File: config.mk
export PLATFORM = sky130hd
export DESIGN_NAME = utf8_decoder_bmp_top
export DESIGN_NICKNAME = d
export VERILOG_FILES = /design/src/sv/utf8d_pkg.sv /design/src/sv/utf8_decoder_bmp_top.sv
export SDC_FILE = /design/constraint.sdc
export NUM_CORES = 1
export LEC_CHECK = 0
export ABC_AREA = 1
export BUFFER_PORTS_ARGS = -buffer_cell sky130_fd_sc_hd__buf_2
export CAP_MARGIN = 20
export CORE_MARGIN = 1.5
export CORE_UTILIZATION = 50
export DETAILED_ROUTE_END_ITERATION = 8
export GPL_ROUTABILITY_DRIVEN = 0
export PLACE_DENSITY = 0.7
export REMOVE_ABC_BUFFERS = 1
export SLEW_MARGIN = 20
export SYNTH_ARGS = -nofsm -noshare
export SYNTH_HDL_FRONTEND = slang
export SYNTH_SLANG_ARGS = --single-unit
File: constraint.sdc
create_clock -name clk -period 5.3 [get_ports clk]
set_input_delay 0.795 -clock clk [delete_from_list [all_inputs] [get_ports clk]]
set_output_delay 0.795 -clock clk [all_outputs]
set_load 0.005 [all_outputs]
File: src/sv/utf8d_pkg.sv
// ----------------------------------------------------------------------------
// utf8d_pkg
// Shared types and constants for the strict UTF-8 to 16-bit decoder.
// ----------------------------------------------------------------------------
package utf8d_pkg;

    typedef enum logic [1:0] {
        ST_IDLE,
        ST_EVAL,
        ST_OUT
    } utf8d_state_t;

    typedef enum logic [1:0] {
        ERR_NONE    = 2'd0,
        ERR_INVALID = 2'd1,
        ERR_NON_BMP = 2'd2,
        ERR_NONCHAR = 2'd3
    } utf8d_err_t;

    localparam logic [15:0] REPLACEMENT  = 16'hFFFD;
    localparam logic [7:0]  LEAD_MIN     = 8'hC2;
    localparam logic [7:0]  LEAD_MAX     = 8'hF4;
    localparam logic [7:0]  CONT_MIN     = 8'h80;
    localparam logic [7:0]  CONT_MAX     = 8'hBF;
    localparam logic [7:0]  E0_SECOND_MIN = 8'hA0;
    localparam logic [7:0]  ED_SECOND_MAX = 8'h9F;
    localparam logic [7:0]  F0_SECOND_MIN = 8'h90;
    localparam logic [7:0]  F4_SECOND_MAX = 8'h8F;
    localparam logic [15:0] NONCHAR_LO   = 16'hFDD0;
    localparam logic [15:0] NONCHAR_HI   = 16'hFDEF;
    localparam logic [15:0] NONCHAR_FFFE = 16'hFFFE;

    // Sequence length announced by a lead byte (1 to 4).
    function automatic logic [2:0] seq_len(input logic [7:0] b);
        logic [2:0] len;
        begin
            if (b < 8'hC0)
            begin
                len = 3'd1;
            end
            else if (b < 8'hE0)
            begin
                len = 3'd2;
            end
            else if (b < 8'hF0)
            begin
                len = 3'd3;
            end
            else
            begin
                len = 3'd4;
            end
            return len;
        end
    endfunction

endpackage

File: src/sv/utf8_decoder_bmp_top.sv
// ----------------------------------------------------------------------------
// utf8_decoder_bmp_top
// Strict UTF-8 decoder that emits 16-bit BMP code units, one word at a time.
// ----------------------------------------------------------------------------
// Usage:
//   The byte channel (byte_valid/byte_ready) takes one word per handshake: a
//   raw UTF-8 byte and a string_last mark on the final byte of a string.
//   The unit channel (unit_valid/unit_ready) delivers decoded words: the code
//   unit, its error kind, the first error of the string so far, a mark on the
//   last word caused by the current byte and a mark on the final word of the
//   string. A byte may cause zero to four output words.
//   A byte is accepted in idle and is then evaluated. Each output word is
//   held in the output state until taken, and is followed by another
//   evaluation when another word follows from the same byte; a byte that
//   yields no word returns the block to idle after its evaluation.
//   unit_valid rises when the evaluation state passes to the output state.
//   The rate is set by the single shared sequence checker, which decodes one
//   sequence per evaluation cycle, and by byte_ready being high only in idle.
//   Reset empties the pending byte buffer and clears the sticky error.
//   When the receiver stalls, the decoded word waits in the output register
//   and no further sequence is evaluated until it is taken.
// ----------------------------------------------------------------------------
module utf8_decoder_bmp_top (
    input  logic        clk,
    input  logic        rst_n,
    input  logic        byte_valid,
    output logic        byte_ready,
    input  logic [7:0]  in_byte,
    input  logic        string_last,
    output logic        unit_valid,
    input  logic        unit_ready,
    output logic [15:0] code_unit,
    output logic [1:0]  error_kind,
    output logic [1:0]  first_error,
    output logic        run_last,
    output logic        string_end
);
    import utf8d_pkg::*;

    utf8d_state_t state_reg, state_next;

    // Byte buffer: up to three pending bytes plus the newly accepted one.
    logic [7:0]  buf_reg [4];
    logic [7:0]  buf_next [4];
    logic [2:0]  cnt_reg, cnt_next;
    logic        last_reg, last_next;
    logic [1:0]  sticky_reg, sticky_next;

    // Output register.
    logic [15:0] code_unit_reg, code_unit_next;
    logic [1:0]  error_kind_reg, error_kind_next;
    logic [1:0]  first_error_reg, first_error_next;
    logic        run_last_reg, run_last_next;
    logic        string_end_reg, string_end_next;

    // Shared sequence checker signals.
    logic [7:0]  lead;
    logic [2:0]  len;
    logic        have_all;
    logic        emit;
    logic        seq_valid;
    logic [15:0] value;
    logic [2:0]  consumed;
    logic [2:0]  remain;
    logic [1:0]  ek;
    logic [15:0] cu;
    logic [7:0]  shifted [4];
    logic        more;
    logic        accept_in;
    logic        accept_out;

    assign accept_in  = byte_valid && byte_ready;
    assign accept_out = unit_valid && unit_ready;

    // Checker: looks at the sequence at the head of the buffer.
    always_comb
    begin
        lead     = buf_reg[0];
        len      = seq_len(lead);
        have_all = (cnt_reg >= len);
        emit     = (cnt_reg != 3'd0) && (have_all || last_reg);

        seq_valid = 1'b1;
        if (lead >= CONT_MIN)
        begin
            if (lead < LEAD_MIN || lead > LEAD_MAX)
            begin
                seq_valid = 1'b0;
            end
            if (lead == 8'hE0 && buf_reg[1] < E0_SECOND_MIN)
            begin
                seq_valid = 1'b0;
            end
            if (lead == 8'hED && buf_reg[1] > ED_SECOND_MAX)
            begin
                seq_valid = 1'b0;
            end
            if (lead == 8'hF0 && buf_reg[1] < F0_SECOND_MIN)
            begin
                seq_valid = 1'b0;
            end
            if (lead == 8'hF4 && buf_reg[1] > F4_SECOND_MAX)
            begin
                seq_valid = 1'b0;
            end
            for (int i = 1; i < 4; i++)
            begin
                if (3'(i) < len && (buf_reg[i] < CONT_MIN || buf_reg[i] > CONT_MAX))
                begin
                    seq_valid = 1'b0;
                end
            end
        end

        unique case (len)
            3'd1:    value = {8'h00, buf_reg[0]};
            3'd2:    value = {5'b0, buf_reg[0][4:0], buf_reg[1][5:0]};
            default: value = {buf_reg[0][3:0], buf_reg[1][5:0], buf_reg[2][5:0]};
        endcase

        if (!have_all || !seq_valid)
        begin
            consumed = 3'd1;
            cu       = REPLACEMENT;
            ek       = ERR_INVALID;
        end
        else
        begin
            consumed = len;
            if (len == 3'd4)
            begin
                // A valid four-byte sequence always lies above the BMP.
                cu = REPLACEMENT;
                ek = ERR_NON_BMP;
            end
            else if (value >= NONCHAR_FFFE
                     || (value >= NONCHAR_LO && value <= NONCHAR_HI))
            begin
                cu = REPLACEMENT;
                ek = ERR_NONCHAR;
            end
            else
            begin
                cu = value;
                ek = ERR_NONE;
            end
        end

        remain = cnt_reg - consumed;
        for (int i = 0; i < 4; i++)
        begin
            shifted[i] = 8'h00;
        end
        unique case (consumed)
            3'd1:
            begin
                shifted[0] = buf_reg[1];
                shifted[1] = buf_reg[2];
                shifted[2] = buf_reg[3];
            end
            3'd2:
            begin
                shifted[0] = buf_reg[2];
                shifted[1] = buf_reg[3];
            end
            3'd3:
            begin
                shifted[0] = buf_reg[3];
            end
            default:
            begin
            end
        endcase

        // Another word follows from this byte if the remaining bytes hold a
        // complete sequence or the string ends here.
        more = (remain != 3'd0) && (last_reg || remain >= seq_len(shifted[0]));
    end

    // Next state.
    always_comb
    begin
        state_next = state_reg;
        unique case (state_reg)
            ST_IDLE:
            begin
                if (accept_in)
                begin
                    state_next = ST_EVAL;
                end
            end
            ST_EVAL:
            begin
                state_next = emit ? ST_OUT : ST_IDLE;
            end
            ST_OUT:
            begin
                if (accept_out)
                begin
                    state_next = run_last_reg ? ST_IDLE : ST_EVAL;
                end
            end
            default:
            begin
                state_next = ST_IDLE;
            end
        endcase
    end

    // Datapath and outputs.
    always_comb
    begin
        for (int i = 0; i < 4; i++)
        begin
            buf_next[i] = buf_reg[i];
        end
        cnt_next         = cnt_reg;
        last_next        = last_reg;
        sticky_next      = sticky_reg;
        code_unit_next   = code_unit_reg;
        error_kind_next  = error_kind_reg;
        first_error_next = first_error_reg;
        run_last_next    = run_last_reg;
        string_end_next  = string_end_reg;

        unique case (state_reg)
            ST_IDLE:
            begin
                if (accept_in)
                begin
                    buf_next[cnt_reg[1:0]] = in_byte;
                    cnt_next               = cnt_reg + 3'd1;
                    last_next              = string_last;
                end
            end
            ST_EVAL:
            begin
                if (emit)
                begin
                    for (int i = 0; i < 4; i++)
                    begin
                        buf_next[i] = shifted[i];
                    end
                    cnt_next = remain;
                    if (sticky_reg == ERR_NONE)
                    begin
                        sticky_next = ek;
                    end
                    code_unit_next   = cu;
                    error_kind_next  = ek;
                    first_error_next = (sticky_reg == ERR_NONE) ? ek : sticky_reg;
                    run_last_next    = !more;
                    string_end_next  = !more && last_reg;
                end
            end
            ST_OUT:
            begin
                if (accept_out && string_end_reg)
                begin
                    sticky_next = ERR_NONE;
                    cnt_next    = 3'd0;
                end
            end
            default:
            begin
            end
        endcase
    end

    always_ff @(posedge clk or negedge rst_n)
    begin
        if (!rst_n)
        begin
            state_reg  <= ST_IDLE;
            cnt_reg    <= 3'd0;
            last_reg   <= 1'b0;
            sticky_reg <= ERR_NONE;
        end
        else
        begin
            state_reg  <= state_next;
            cnt_reg    <= cnt_next;
            last_reg   <= last_next;
            sticky_reg <= sticky_next;
        end
    end

    always_ff @(posedge clk)
    begin
        for (int i = 0; i < 4; i++)
        begin
            buf_reg[i] <= buf_next[i];
        end
        code_unit_reg   <= code_unit_next;
        error_kind_reg  <= error_kind_next;
        first_error_reg <= first_error_next;
        run_last_reg    <= run_last_next;
        string_end_reg  <= string_end_next;
    end

    assign byte_ready  = (state_reg == ST_IDLE);
    assign unit_valid  = (state_reg == ST_OUT);
    assign code_unit   = code_unit_reg;
    assign error_kind  = error_kind_reg;
    assign first_error = first_error_reg;
    assign run_last    = run_last_reg;
    assign string_end  = string_end_reg;

endmodule
==> impl_results.md, run 1 <==
* Power per Cell Area at 728 mW/mm2
* Post-Syn Area at 0.00373 mm2
* H-tree level count at 3
* Number of global-route vias before repair at 2840
* Crit path buffers/inverters at 5
* Class of the tightest hold or removal check: in -> async
* Maximum buffer depth of the clock tree at 2
* Largest register FFs at 32
* Fin crit period at 4.36 ns
* R2r startpoint: buf_reg[0][7]
* Number of gates resized after cts at 0
* TritonCTS clock tree: done
* Count of fill cells added during filler insertion at 656
* Wire length per cell at 14.2 um
* First-pass detailed-route iteration total at 5
* Result of the run: complete, no violations
* Number of distinct library cell variants in the gate-level netlist after synthesis at 34
* Mean instance size in the synthesized netlist at 8.28 um2
* Total negative slack at 0 ns
* Most frequent cells in the layout: nand2_1 (121), edfxtp_1 (54), inv_1 (52)
* Worst-skew pair later-pin latency at 0.35 ns
* Number of maximum-capacitance violations at 0
* Share of layout cells above drive strength 1 at 0.132
* Number of antenna violations at the first check in global routing at 0
* Post-route core utilization at 0.580
* Launch point of the critical path: buf_reg[0][7]
* Area of the die at 0.00799 mm2
* Grt total ovfl at 0
* CTS hold repair buffers at 0
* DR DRC count at 0
* Die Ht at 89.4 um
* Cell-by-cell trace of the critical path: nand2_2 -> nor2_2 -> inv_1 -> ha_1 -> a21oi_1 -> nand2_1 -> a31oi_1 -> inv_1 -> nand2_2 -> inv_2 -> nand3_1 -> ha_1 -> inv_1 -> fa_1 -> xor2_1 -> inv_1 -> nand2_1 -> nand2_1 -> ha_1 -> nand2_1 -> o2111ai_1 -> nand2_1
* HPWL after detailed placement at 6400 um
* Total of endpoints with negative setup slack in the final report at 0
* Final Routed Wirelength at 8430 um
* Vias per cell at 5.41
* Slowest cell on the critical path: edfxtp_1
* Yosys warning count at 0
* Part of the Yosys area used for sequential elements at 0.488
* Number of core rows at 31
* Worst stage delay on the critical path at 0.40 ns
* Final hold viol count at 0
* Worst Max-Slew Pin Slew at 0.792 ns
* Overall die width at 89.4 um
* Number of vias in the routed layout at 3210
* Count of boundary I/O pins at 37
* Area Growth Syn to Fin at 12.8%
* Post-detailed-route count of antenna-violating nets at 0
* Post-route clock skew at 0.00947 ns
* Relative slew margins at 0.472
* Setup slack of the critical path after layout at 0.939 ns
* Arrival time at the worst endpoint at 4.46 ns
* Worst-case vdd ir drop at 0.298 mV
* Sink Count at 62
* Worst EP required at 5.40 ns
* Clock root cell: clkbuf_8
* First-pass GRT wire length at 13600 um
* Most frequent standard cell in the layout excluding fill and tap cells: nand2_1
* Leak Pwr at 1.77 nW
* Cell type group with the largest total delay on the critical path: adder cells
* Total core area at 0.00725 mm2
* Layout Cell Area excl Fill at 0.00421 mm2
* Area of placed instances at 0.00400 mm2
* Pin count of the biggest net entering global routing at 32
* Pre-CTS setup slack at 1.04 ns
* Initial DRC Count at 242
* Total clock buffers created by CTS at 9
* Final Max Tran Viols at 0
* Endpoint type of the worst setup path: flip-flop
* Fin nets at 518
* Synthesized instance count at 451
* GRT Overall Usage at 0.228
* Crit path max fanout at 12
* Setup repair after global routing missed its margin: false
* Share of the clock period used by the worst path after layout at 0.823
* Maximum operating frequency at 229 MHz
* Number of antenna diodes at 0
* Post-CTS repair timing setup buffer count at 0
* Clock slew at the register clock pins of the worst setup and hold paths at 0.07 ns
* I/O Buffers at 36
* Startpoint type of the worst setup path: flip-flop
* Synthesized flop and latch total at 62
* Crit-path most repeated cell: nand2_1
* Initial core utilization at 0.515
* Final worst hold slack at 0.280 ns
* Worst setup path category: reg -> reg
[layer usage]
layer	share of wire	vias up	GRT usage
met3	0.055	14	0.0526
li1	-	1609	-
met1	0.47	1468	0.325
met5	0	-	0
met4	0.020	0	0.0951
met2	0.45	119	0.336
[cells in the mapped netlist, drive strengths merged]
cell	number	area, um2
a21boi	1	7.51
a21oi	15	75.1
a221oi	1	8.76
a31oi	1	6.26
buf	5	28.8
clkbuf	5	18.8
clkinv	1	3.75
dfrtp	8	200
edfxtp	54	1620
fa	1	20.0
ha	15	188
inv	56	210
nand2	123	467
nand3	43	220
nand3b	3	22.5
nand4	10	62.6
nor2	43	171
nor3	3	26.3
o2111ai	1	8.76
o211ai	11	82.6
o21ai	35	179
o221ai	1	8.76
o22ai	9	56.3
or2	5	31.3
xor2	1	8.76
[layout make-up]
type	instances	area, um2	share of cell area
Multi-Input combinational cell	322	1650	0.392
Sequential cell	62	1820	0.433
Clock inverter	7	88.8	0.0211
Tap cell	99	124	0.0294
Inverter	57	214	0.0508
Clock buffer	9	124	0.0294
Timing Repair Buffer	37	188	0.0446
[worst register-to-register path: cells and delay by family, from the launching register on]
family	cells	cell delay, ns
DFF	1	0.40
and+or+nand+nor	9	1.14
xor gates and xnor gates	1	0.25
AOI/OAI and AO/OA	3	0.53
adders and majority gates	4	1.16
buffers and inverters	5	0.63
[cells by family after synthesis]
family,synth area share
AND/OR/NAND/NOR,0.268
AO/OA/AOI/OAI,0.116
buffers and inverters,0.0700
flip-flops,0.488
adder cells (fa/ha/maj),0.0556
XOR/XNOR,0.00235
[report_power, final]
group	switching, W	leakage (nW)	internal (W)
clock	0.000193	0.103	0.000261
combinational	0.00101	1.06	0.000486
sequential	0.000181	0.604	0.000930
[final timing paths]
check	endpoint	slack, ns	cells after the start
worst max-delay path	run_last	0.94	22
worst min-delay path	state_reg[0]	0.28	1
worst max register to register	run_last	0.94	22
worst min register to register	first_error[0]	0.57	2
max in group asynchronous	cnt_reg[1]	4.85	1
min in group clk	first_error[0]	0.57	2
[metrics by stage]
stage                     cells  total power [W]
after floorplan             441          0.00214
after detailed placement    577          0.00260
after global routing        593          0.00333
final                       593          0.00306
after global placement      577          0.00255
after CTS                   593          0.00305
(Power assumes the default switching activity.)
==> inputs of run 2 (changes only) <==
--- a/config.mk
+++ b/config.mk
@@ -12,7 +12,7 @@
 export CORE_UTILIZATION = 50
 export DETAILED_ROUTE_END_ITERATION = 8
 export GPL_ROUTABILITY_DRIVEN = 0
-export PLACE_DENSITY = 0.7
+export PLACE_DENSITY = 0.73
 export REMOVE_ABC_BUFFERS = 1
 export SLEW_MARGIN = 20
 export SYNTH_ARGS = -nofsm -noshare
==> constraint.sdc (replaced) <==
create_clock -name clk -period 3.8 [get_ports clk]
set_input_delay 0.57 -clock clk [delete_from_list [all_inputs] [get_ports clk]]
set_output_delay 0.57 -clock clk [all_outputs]
set_load 0.005 [all_outputs]
==> impl_results.md, run 2 (same netlist as run 1, synthesis figures left out) <==
* Power share of the combinational group at 0.512
* R2r startpoint: buf_reg[0][7]
* Number of global-route vias before repair at 2999
* Fin crit period at 3.57 ns
* Net switching power of the design at 0.00200 W
* Most frequent standard cell in the layout excluding fill and tap cells: nand2_1
* Result of the run: complete, no violations
* GRT Overall Usage at 0.239
* Most frequent cells in the layout: nand2_1 (121), edfxtp_1 (54), inv_1 (52)
* Share of power burned in the clock network at 0.140
* Total core area at 0.00725 mm2
* Post-detailed-route count of antenna-violating nets at 0
* Total clock buffers created by CTS at 9
* Overall die width at 89.4 um
* Clock root cell: clkbuf_8
* First-pass GRT wire length at 14300 um
* Initial DRC Count at 200
* Fin nets at 528
* Die Ht at 89.4 um
* Initial core utilization at 0.515
* Class of the tightest hold or removal check: in -> async
* Reg-to-reg endpoint: run_last
* DR DRC count at 0
* Part of the power in registers at 0.348
* Post-route clock skew at 0.0146 ns
* Total of endpoints with negative setup slack in the final report at 0
* Worst EP required at 3.91 ns
* Register-to-register setup slack at 0.23 ns
* Final Max Tran Viols at 0
* Count of fill cells added during filler insertion at 629
* Number of core rows at 31
* Endpoint type of the worst setup path: flip-flop
* TritonCTS clock tree: done
* Number of antenna diodes at 0
* Share of the clock period used by the worst path after layout at 0.939
* Arrival time at the worst endpoint at 3.67 ns
* Worst setup path category: reg -> reg
* Pin count of the biggest net entering global routing at 32
* I/O Buffers at 36
* Leak Pwr at 1.83 nW
* Grt total ovfl at 0
* Relative slew margins at 0.478
* Final worst hold slack at 0.0562 ns
* Crit path max fanout at 11
* H-tree level count at 3
* Number of maximum-capacitance violations at 0
* Clock slew at the register clock pins of the worst setup and hold paths at 0.07 ns
* Power Total at 0.00445 W
* Area Growth Syn to Fin at 15.7%
* Worst-skew pair later-pin latency at 0.35 ns
* Int Pwr at 0.00246 W
* Maximum operating frequency at 280 MHz
* Startpoint type of the worst setup path: flip-flop
* Total negative slack at 0 ns
* Final Routed Wirelength at 8870 um
* First-pass detailed-route iteration total at 5
* Area of the die at 0.00799 mm2
* Switching part of the total power at 0.449
* Wire length per cell at 14.7 um
* Maximum buffer depth of the clock tree at 2
* Count of boundary I/O pins at 37
* Vias per cell at 5.59
* Power per Cell Area at 1030 mW/mm2
* R2R depth at 22
* CTS hold repair buffers at 0
* Share of layout cells above drive strength 1 at 0.157
* Worst Max-Slew Pin Slew at 0.782 ns
* Sink Count at 62
* HPWL after detailed placement at 6510 um
* Number of vias in the routed layout at 3363
* Number of antenna violations at the first check in global routing at 0
* Final hold viol count at 0
* Largest register FFs at 32
* Worst-case vdd ir drop at 0.553 mV
run 2: changes by cell type in the layout (fill, tap and decap cells not counted), moves of 2 or more:
cell / change
clkinvlp_4: -2
ha_4: +2
buf_4: +10
ha_1: -2
run 2: power groups by stage:
stage | clock (W) | sequential [W] | combinational [W]
after floorplan | 0 | 0.00149 | 0.00149
after CTS | 0.000621 | 0.00153 | 0.00215
after global placement | 0 | 0.00153 | 0.00206
after global routing | 0.000648 | 0.00159 | 0.00260
final | 0.000624 | 0.00155 | 0.00228
after detailed placement | 0 | 0.00154 | 0.00213
run 2: per-stage QoR:
stage	cell area, um2	utilization	setup WS [ns]	cells
after floorplan	3690	-	0.0814	441
after global placement	4040	0.557	0.260	583
after detailed placement	4040	0.557	0.0619	583
after CTS	4250	0.585	0.0493	598
after global routing	4320	0.595	-0.0251	602
final	4320	0.595	0.233	602
run 2: worst max path at each step:
stage | startpoint | endpoint
floorplan | buf_reg[0][4] | run_last
global placement | buf_reg[0][7] | run_last
detailed placement | buf_reg[0][7] | run_last
CTS | buf_reg[0][7] | run_last
global route | buf_reg[0][7] | run_last
finish | buf_reg[0][7] | run_last
run 2: layer usage:
| metal | vias up | GRT usage | share of wire |
|---|---|---|---|
| met5 | - | 0 | 0 |
| li1 | 1630 | - | - |
| met4 | 0 | 0.103 | 0.021 |
| met1 | 1537 | 0.317 | 0.44 |
| met3 | 26 | 0.0517 | 0.078 |
| met2 | 170 | 0.379 | 0.46 |
run 2: final cells by class:
class,instances,area (um2),share of cell area
tap,99,124,0.0287
timing repair buffer,47,263,0.0608
multi-input combinational,322,1690,0.392
clock buffer,10,128,0.0295
sequential,62,1820,0.422
clock inverter,5,75.1,0.0174
inverter,57,214,0.0495
run 2: critical path: stages, from the launching register on:
cell	delay (ns)
edfxtp_1	0.44
nand2_4	0.10
inv_2	0.18
nand2_1	0.08
ha_1	0.30
nand3b_1	0.09
nand2_1	0.06
a31oi_1	0.21
inv_1	0.10
nand2_2	0.12
inv_2	0.05
nand3_1	0.07
ha_1	0.14
inv_1	0.05
fa_2	0.34
xor2_2	0.18
inv_1	0.08
nand2_1	0.09
nand2_1	0.09
ha_4	0.28
nand2_1	0.05
o2111ai_1	0.16
nand2_1	0.07
run 2: timing repair:
action | in CTS | in global routing
buffers inserted | 0 | 4
setup endpoints to repair | 0 | 1
resized for setup | 0 | 6
